--- src/rtl/msgrf_pkg.sv ---
// Shared constants, codes and controller command type for the message ring FIFO.
package msgrf_pkg;

    localparam int SLOTS_DEF       = 8;
    localparam int SLOT_BYTES_DEF  = 512;
    localparam int MAX_OPENERS_DEF = 255;

    localparam logic [1:0] ACT_WRITE   = 2'd0;
    localparam logic [1:0] ACT_READ    = 2'd1;
    localparam logic [1:0] ACT_OPEN    = 2'd2;
    localparam logic [1:0] ACT_RELEASE = 2'd3;

    localparam logic [2:0] ST_OK       = 3'd0;
    localparam logic [2:0] ST_BLOCK    = 3'd1;
    localparam logic [2:0] ST_EOF      = 3'd2;
    localparam logic [2:0] ST_NOREADER = 3'd3;
    localparam logic [2:0] ST_OVERFLOW = 3'd4;

    typedef struct packed {
        logic capture;
        logic execute;
        logic publish;
    } t_cmd;

endpackage

--- src/rtl/msgrf_ctrl.sv ---
// Sequencer for the message ring FIFO: capture, execute, publish.
module msgrf_ctrl
    import msgrf_pkg::*;
(
    input  logic i_clk,
    input  logic i_rst_n,
    input  logic i_valid,
    output logic o_stall,
    output logic o_valid,
    input  logic i_stall,
    output t_cmd o_cmd
);

    localparam logic [1:0] S_IDLE = 2'd0;
    localparam logic [1:0] S_EXEC = 2'd1;
    localparam logic [1:0] S_LOAD = 2'd2;

    logic [1:0] r_state, n_state;
    logic       r_out_valid, n_out_valid;
    t_cmd       cmd;

    always_comb begin
        n_state     = r_state;
        cmd         = '0;
        n_out_valid = r_out_valid && i_stall;
        unique case (r_state)
            S_IDLE: begin
                if (i_valid) begin
                    cmd.capture = 1'b1;
                    n_state     = S_EXEC;
                end
            end
            S_EXEC: begin
                cmd.execute = 1'b1;
                n_state     = S_LOAD;
            end
            S_LOAD: begin
                // hold the result until the output register is free
                if (!r_out_valid || !i_stall) begin
                    cmd.publish = 1'b1;
                    n_out_valid = 1'b1;
                    n_state     = S_IDLE;
                end
            end
            default: begin
                n_state = S_IDLE;
            end
        endcase
    end

    always_ff @(posedge i_clk) begin
        if (!i_rst_n) begin
            r_state     <= S_IDLE;
            r_out_valid <= 1'b0;
        end else begin
            r_state     <= n_state;
            r_out_valid <= n_out_valid;
        end
    end

    assign o_stall = (r_state != S_IDLE);
    assign o_valid = r_out_valid;
    assign o_cmd   = cmd;

endmodule

--- config.mk ---
export PLATFORM = sky130hd
export DESIGN_NAME = msgrf_ctrl
export DESIGN_NICKNAME = d
export VERILOG_FILES = /design/src/rtl/msgrf_pkg.sv /design/src/rtl/msgrf_ctrl.sv
export SDC_FILE = /design/constraint.sdc
export NUM_CORES = 1
export LEC_CHECK = 0
export ABC_AREA = 1
export BUFFER_PORTS_ARGS = -buffer_cell sky130_fd_sc_hd__buf_2
export CORE_AREA = 10 10 47 49
export CTS_BUF_LIST = sky130_fd_sc_hd__clkbuf_8
export DETAILED_ROUTE_END_ITERATION = 10
export DIE_AREA = 0 0 57 59
export GPL_TIMING_DRIVEN = 0
export HOLD_SLACK_MARGIN = 0.02
export PLACE_DENSITY_LB_ADDON = 0.25
export SLEW_MARGIN = 20
export SYNTH_ARGS = -nofsm -noshare
export SYNTH_HDL_FRONTEND = slang
export SYNTH_SLANG_ARGS = --single-unit
export TNS_END_PERCENT = 20
--- constraint.sdc ---
create_clock -name i_clk -period 1.9 [get_ports i_clk]
set_clock_uncertainty 0.1 [all_clocks]
set_input_delay 0.19 -clock i_clk [delete_from_list [all_inputs] [get_ports i_clk]]
set_output_delay 0.19 -clock i_clk [all_outputs]
set_load 0.03 [all_outputs]
==> impl_metrics.ini, run 1 <==
[detailed_routing]
drtPass1Iterations = 1
drc = 0
drt_iter0_markers = 0
wl_per_cell_um = 7.143
via_per_inst = 3.122
wl_met3_um = 31
wl_um = 350
drt.antenna.violating_nets = 0
route.met2.wl_um = 107
highest_layer = met4
vias = 153
wl_met1_um = 177

[final_layout]
area_delta_synth_final_pct = 73.68
design_area_um2 = 247.7
layout-drive-gt1-share_pct = 42.42
final_core_util_pct = 17.68
fill_cells = 174
final_net_count = 38
diodes = 0
instances_no_fill = 49

[power_and_ir_drop]
ir_drop_uv = 356.9
power_density_nw_per_um2 = 1128
p_leak_nw = 0.1485

[sta]
finalCriticalPeriod_ps = 1280
tightestPinTransition_ps = 163.6
max_freq_mhz = 781.3
setup_viol = 0
fin_crit_sh_pct = 67.37
rsz0062_at_grt = no
finalSetupTns_ps = 0
maxSlewHeadroom_pct = 89.17
report.final.slew_viol_count = 0
hold_violations = 0

[place]
place.port_buffers = 8
place_area_um2 = 202.7
gp_congestion = 0.5741
dp.cells = 45
hpwl_um = 311.2

[clock_tree]
numClockSinks = 3
clockBufferDepth = 2
post_cts_buffers = 0
cts-resized-gates = 0
cts_max_level = 1
clk_pin_slew_ps = 30
cts_buffers = 3
ctsHoldBuffers = 0
worstSkewPairLatency_ps = 210
root_buffer = clkbuf_8
cts_tree = done

[setup_path]
worst-path-buf-inv = 4
crit_path_start_kind = register
cp-endpoint = o_cmd[1]
rrSetupSlack_ps = 1120
crit_required_ps = 1610
r2r_cells = 4
worst_path_largest_cell_delay_ps = 280
cp_common_cell = inv_1
critPathMaxFanout = 3
crit_family = buffers and inverters
crit_path_end_kind = output pin
timing.rr.end = o_valid
worstSetupStartpoint = r_state[1]
r2r_start = r_state[1]
cp.depth = 5
critPathKind = register to output pin
slowest_stage = dfxtp_1
arrival_ps = 990
path_cells = inv_1 > nand2_1 > inv_1 > buf_4 > buf_2

[floorplanning]
fp-row-count = 14
die-area_um2 = 3363
fp.dieW_um = 57
start_util_pct = 10.18
io_pins = 9
die_h_um = 59
core-area_um2 = 1401

[grt]
grt_max_degree = 4
grt_pass1_wl_um = 538
grt_pass1_vias = 143
grt-ovfl-total = 0
grtUsageTotal_pct = 2.500
antenna_found_initial = 0

[synth]
syn_nets = 25
yosysMostFrequentCell = inv_1
yosys-mux-area-fraction_pct = 0
synth_ff_type = dfxtp_1
ys_top_cells_by_area = dfxtp_1 42%, inv_1 18%, nand2_1 11%, a21oi_1 7.0%, nor3_2 7.0%
synth_top_family_by_area = simple AND/OR/NAND/NOR gates
netlist_instances = 21
postSynthAreaPerCell_um2 = 6.792
synthTopCellsByCount = 7 x inv_1, 4 x nand2_1, 3 x dfxtp_1
async_flop_share_pct = 0
ys_warn_count = 0
synth_edf_count = 0
synth_compound_area_share_pct = 7.018
ys_ff_latch = 3
synthAdderAreaFrac_pct = 0
synth-simple-area-share_pct = 27.19
netlist.area_leader.share_pct = 42.11
synth_seq_area_share_pct = 42.11
yosysTopAreaCell = dfxtp_1
yosys.cell_types.count = 8
synth_xor_area_share_pct = 0
synth_area_um2 = 142.6

[run]
maxCapViolCount = 0

[worst_hold_path]
hp-class = input port to register
min_path_cells = 3

[status]
status = finished clean
how the worst min path moves through the flow:
stage,startpoint,endpoint
after global placement,i_valid,r_state[0]
after global routing,i_valid,r_state[0]
after detailed placement,i_valid,r_state[0]
after CTS,i_valid,r_state[0]
after floorplan,i_valid,r_state[0]
final,i_valid,r_state[0]
layout make-up:
cell class / count / area [um2] / share of cell area [%]
inverters: 7 / 26.28 / 10.61
well taps: 16 / 20.02 / 8.081
clock inverters: 1 / 3.754 / 1.515
clock buffers: 3 / 41.29 / 16.67
repair buffers: 8 / 40.04 / 16.16
flip-flops and latches: 3 / 60.06 / 24.24
plain buffers: 1 / 7.507 / 3.030
multi-input cells: 10 / 48.80 / 19.70
cells by family after synthesis:
group	after synthesis
buffers and inverters	8
flip-flops	3
AND/OR/NAND/NOR	8
AO/OA/AOI/OAI	2
stage by stage:
| step | worst slack (ps) | total power [mW] | hold slack [ps] |
|---|---|---|---|
| 3_3_place_gp | 828.3 | 0.1056 | 351.2 |
| 3_5_place_dp | 834.2 | 0.1057 | 357.2 |
| 6_report | 620.0 | 0.2794 | 136.0 |
| 4_1_cts | 604.7 | 0.2856 | 134.2 |
| 2_1_floorplan | 531.0 | 0.09452 | 242.5 |
| 5_1_grt | 511.4 | 0.3007 | 151.9 |
layer usage:
layer | global-route usage [%] | vias to the layer above
li1 | - | 82
met1 | 2.241 | 57
met2 | 2.171 | 10
met3 | 2.146 | 4
met4 | 5.034 | 0
met5 | 0 | -
power breakdown:
group	total, mW	switching, mW	internal (mW)
registers	0.0681	0.00162	0.0665
clock network	0.175	0.0382	0.137
logic	0.0359	0.0242	0.0118
sequential cells by signal (all words and copies together), names as in the netlist:
register and count:
r_state 2, o_valid 1
cell usage in the layout (no fill, tap or decap), drive strengths merged:
master and count:
clkbuf 3, nor2 3, nand2 4, buf 9
nor3 1, inv 8, dfxtp 3, a21oi 2
worst min-delay path, cell delays in order:
cell    delay [ps]
buf_2           90
inv_1           70
nor3_2          40
Note: power is estimated with default switching activity, not from simulation.
==> run 2: changes to the inputs <==
- ABC_AREA: 1 -> 0
- clock period: 1.9 -> 1.1 ns (I/O delays scaled with it)
==> impl_metrics.ini, run 2 <==
[status]
status = finished, violations left
violations = setup timing

[sta]
report.final.slew_viol_count = 0
maxSlewHeadroom_pct = 86.90
tightestPinTransition_ps = 196.3
setup_slack_ps = -57.70
fin_crit_sh_pct = 105.2
hold_violations = 0
finalCriticalPeriod_ps = 1158
max_freq_mhz = 863.8
rsz0062_at_grt = yes
setup_viol = 4
finalSetupTns_ps = -208.6

[synth]
ys_warn_count = 0
synth_compound_area_share_pct = 14.16
synth_area_um2 = 141.4
postSynthAreaPerCell_um2 = 10.10
synth_seq_area_share_pct = 42.48
netlist_instances = 14
yosysMostFrequentCell = dfxtp_1
ys_ff_latch = 3
synth_xor_area_share_pct = 0
yosys.cell_types.count = 12
syn_nets = 18
ys_top_cells_by_area = dfxtp_1 42%, nor3b_2 8.8%, and4b_1 7.1%, nor2b_2 6.2%, a21boi_1 5.3%
yosys-mux-area-fraction_pct = 0
synth-simple-area-share_pct = 38.05
yosysTopAreaCell = dfxtp_1
synth_edf_count = 0
synth_ff_type = dfxtp_1
netlist.area_leader.share_pct = 42.48
async_flop_share_pct = 0
synthAdderAreaFrac_pct = 0
synth_top_family_by_area = simple AND/OR/NAND/NOR gates

[detailed_routing]
via_per_inst = 3.326
wl_um = 426
drt_iter0_markers = 1
wl_per_cell_um = 9.907
drc = 0
vias = 143
drtPass1Iterations = 2
drt.antenna.violating_nets = 0

[final_layout]
area_delta_synth_final_pct = 117.7
diodes = 0
final_core_util_pct = 21.96
fill_cells = 159
final_net_count = 32
layout-drive-gt1-share_pct = 70.37
final_cell_mix = 4 x buf_6, 4 x buf_2, 3 x clkbuf_8, 2 x buf_4
multi_input_area_um2 = 97.59
largest_register = r_state
regArea_um2 = 65.06
largest_reg_flops = 2

[clock_tree]
worstSkewPairLatency_ps = 210
cts_buffers = 3
cts_tree = done
root_buffer = clkbuf_8
clk_pin_slew_ps = 30
numClockSinks = 3
ctsHoldBuffers = 0
cts_max_level = 1
clockBufferDepth = 2

[place]
gp_congestion = 0.5567
pre_cts_ws_ps = 49.52
hpwl_um = 323.9
place.port_buffers = 8

[grt]
grt_pass1_wl_um = 759
grtUsageTotal_pct = 3.070
antenna_found_initial = 0
grt_max_degree = 6
grt-ovfl-total = 0
grt_pass1_vias = 170

[setup_path]
rrSetupSlack_ps = 170
crit_path_start_kind = register
critPathMaxFanout = 5
critPathKind = register to output pin
crit_required_ps = 890
arrival_ps = 950
crit_path_end_kind = output pin
worstSetupStartpoint = r_state[1]
r2r_start = o_valid

[floorplanning]
die-area_um2 = 3363
fp.dieW_um = 57
fp-row-count = 14
io_pins = 9
die_h_um = 59
core-area_um2 = 1401
start_util_pct = 10.09

[power_and_ir_drop]
switching_power_uw = 117.1
p_sw_share_pct = 22.95
power.share.combinational_pct = 16.2
p_leak_nw = 0.1399
power_density_nw_per_um2 = 1658
pwr-share-seq_pct = 24.0
internal-power_uw = 393.1
clkPwrFrac_pct = 59.8
ir_drop_uv = 851.0

[worst_hold_path]
hp-class = input port to register
hp-start = i_rst_n

[run]
maxCapViolCount = 0
run 2: power by group through the flow:
| stage | Combinational (mW) | Clock, mW | Sequential, mW |
|---|---|---|---|
| after global placement | 0.0619 | 0 | 0.122 |
| after CTS | 0.0817 | 0.313 | 0.122 |
| after floorplan | 0.0397 | 0 | 0.123 |
| after global routing | 0.0886 | 0.327 | 0.123 |
| after detailed placement | 0.0622 | 0 | 0.122 |
| final | 0.0827 | 0.305 | 0.122 |
run 2: logic make-up (layout without fill, tap and decap cells):
| group | count (synthesis) | in the layout |
|---|---|---|
| buffers and inverters | 1 | 14 |
| AND/OR/NAND/NOR | 7 | 7 |
| flip-flops | 3 | 3 |
| AO/OA/AOI/OAI | 3 | 3 |
run 2: layer usage:
layer / up-vias / part of all wire, % / global-route usage, %
li1: 73 / - / -
met1: 62 / 53 / 3.805
met2: 8 / 28 / 2.326
met3: 0 / 19 / 3.863
met4: 0 / 0 / 2.013
met5: - / 0 / 0
run 2: layout make-up:
class / instances / share of cell area, %
Clock buffer: 3 / 13.41
Buffer: 1 / 3.659
Timing Repair Buffer: 9 / 22.36
Clock inverter: 1 / 1.220
Sequential cell: 3 / 21.14
Tap cell: 16 / 6.504
Multi-Input combinational cell: 10 / 31.71
run 2: path summary, 6_finish.rpt:
| check | cells past startpoint | to |
|---|---|---|
| worst max-delay path | 2 | o_stall |
| worst max register to register | 2 | r_state[1] |
| worst min-delay path | 2 | r_state[1] |
| worst min register to register | 2 | o_valid |
run 2: critical path, cell delays in order (launching register included):
cell	delay (ps)
dfxtp_4	360
or2_1	230
buf_6	140
run 2: repair_timing:
action                                  CTS  global route
resized for setup                        13             1
setup buffers                             1             0
hold endpoints to repair                  0             0
endpoints found under the setup margin    4             4
run 2: per-stage QoR:
step	hold WS, ps	power, mW	cell area [um2]	cells
global placement	248.1	0.1843	205.2	38
floorplan	127.5	0.1631	145.1	14
detailed placement	249.5	0.1843	205.2	38
CTS	28.92	0.5169	300.3	43
global route	58.98	0.5390	307.8	43
finish	32.82	0.5102	307.8	43
==> run 3: changes to the inputs <==
- SKIP_CTS_REPAIR_TIMING: unset -> 1
- clock period: 1.1 -> 1.46 ns (I/O delays scaled with it)
==> impl_metrics.ini, run 3 (synthesized netlist as in run 2, its figures left out) <==
[sta]
max_freq_mhz = 757.4
fin_crit_sh_pct = 90.44
hold_violations = 0
tightestPinTransition_ps = 174.9
report.final.slew_viol_count = 0
finalSetupTns_ps = 0
setup_viol = 0
rsz0062_at_grt = no
finalCriticalPeriod_ps = 1320
maxSlewHeadroom_pct = 88.29

[detailed_routing]
route.met2.wl_um = 117
drtPass1Iterations = 2
wl_met1_um = 226
drt.antenna.violating_nets = 0
wl_met3_um = 71
drt_iter0_markers = 4
via_per_inst = 3.214
highest_layer = met4
wl_per_cell_um = 10.36
wl_um = 435
drc = 0
vias = 135

[clock_tree]
worstSkewPairLatency_ps = 210
clockBufferDepth = 2
cts_tree = done
root_buffer = clkbuf_8
cts_buffers = 3
clk_pin_slew_ps = 30
numClockSinks = 3
cts_max_level = 1

[worst_hold_path]
hp-class = input port to register

[final_layout]
largest_reg_flops = 2
diodes = 0
multi_input_area_um2 = 73.82
fill_cells = 173
final_net_count = 31
final_common_cell = buf_2
layout-drive-gt1-share_pct = 53.85
area_delta_synth_final_pct = 74.34
final_cell_mix = 8 x buf_2, 3 x clkbuf_8, 3 x dfxtp_1
regArea_um2 = 60.06
instances_no_fill = 42
largest_register = r_state

[floorplanning]
start_util_pct = 10.09
fp-row-count = 14
die-area_um2 = 3363
die_h_um = 59
core-area_um2 = 1401
fp.dieW_um = 57
io_pins = 9

[power_and_ir_drop]
power_density_nw_per_um2 = 1502
ir_drop_uv = 606.4
p_leak_nw = 0.1243

[grt]
grtUsageTotal_pct = 2.849
grt_max_degree = 6
grt_pass1_vias = 155
grt-ovfl-total = 0
antenna_found_initial = 0
grt_pass1_wl_um = 662

[setup_path]
crit_path_end_kind = output pin
crit_required_ps = 1210
arrival_ps = 1070
critPathMaxFanout = 5
crit_path_start_kind = register
critPathKind = register to output pin

[place]
gp_congestion = 0.7039
place.port_buffers = 8
hpwl_um = 338.9
dp.cells = 38

[status]
status = finished clean

[run]
maxCapViolCount = 0
run 3: cell count changes in the layout (fill, tap and decap cells not counted), sizes merged:
cell  delta
buf      -1
run 3: path summary, 6_finish.rpt:
kind / cells past startpoint / slack, ps / from / end
min: 2 / 60 / i_rst_n / r_state[1]
min reg2reg: 2 / 390 / o_valid / o_valid
max: 3 / 140 / r_state[0] / o_cmd[1]
max reg2reg: 2 / 500 / r_state[0] / r_state[1]
run 3: report_power, final:
group          switching [mW]  internal, mW  total [mW]
Clock                  0.0547         0.179       0.234
Sequential            0.00443        0.0865      0.0909
Combinational          0.0274        0.0182      0.0456
Total                  0.0865         0.284       0.370
run 3: cell type report:
cell class / instances / area share (%)
Buffer: 1 / 3.046
Clock buffer: 3 / 16.75
Clock inverter: 1 / 1.523
Multi-Input combinational cell: 10 / 29.95
Sequential cell: 3 / 24.37
Tap cell: 16 / 8.122
Timing Repair Buffer: 8 / 16.24
run 3: metal layers:
metal | global-route usage (%) | up-vias
met1 | 2.959 | 51
met2 | 2.326 | 10
met3 | 2.361 | 2
li1 | - | 72
met4 | 5.034 | 0
met5 | 0 | -
run 3: critical path, stage by stage (launching register included):
cell,delay (ps)
dfxtp_1,380
nor2b_2,190
buf_4,110
buf_2,180
run 3: metrics by stage:
stage | power (mW) | cell area [um2] | util, % | hold WS [ps] | worst slack, ps
after floorplan | 0.1223 | 141.4 | - | 163.5 | 254.4
after global routing | 0.3879 | 246.5 | 17.59 | 77.68 | 68.29
after detailed placement | 0.1383 | 201.4 | 14.37 | 283.6 | 357.1
after CTS | 0.3790 | 246.5 | 17.59 | 60.29 | 127.5
after global placement | 0.1375 | 201.4 | 14.37 | 275.6 | 394.5
final | 0.3701 | 246.5 | 17.59 | 61.82 | 139.6
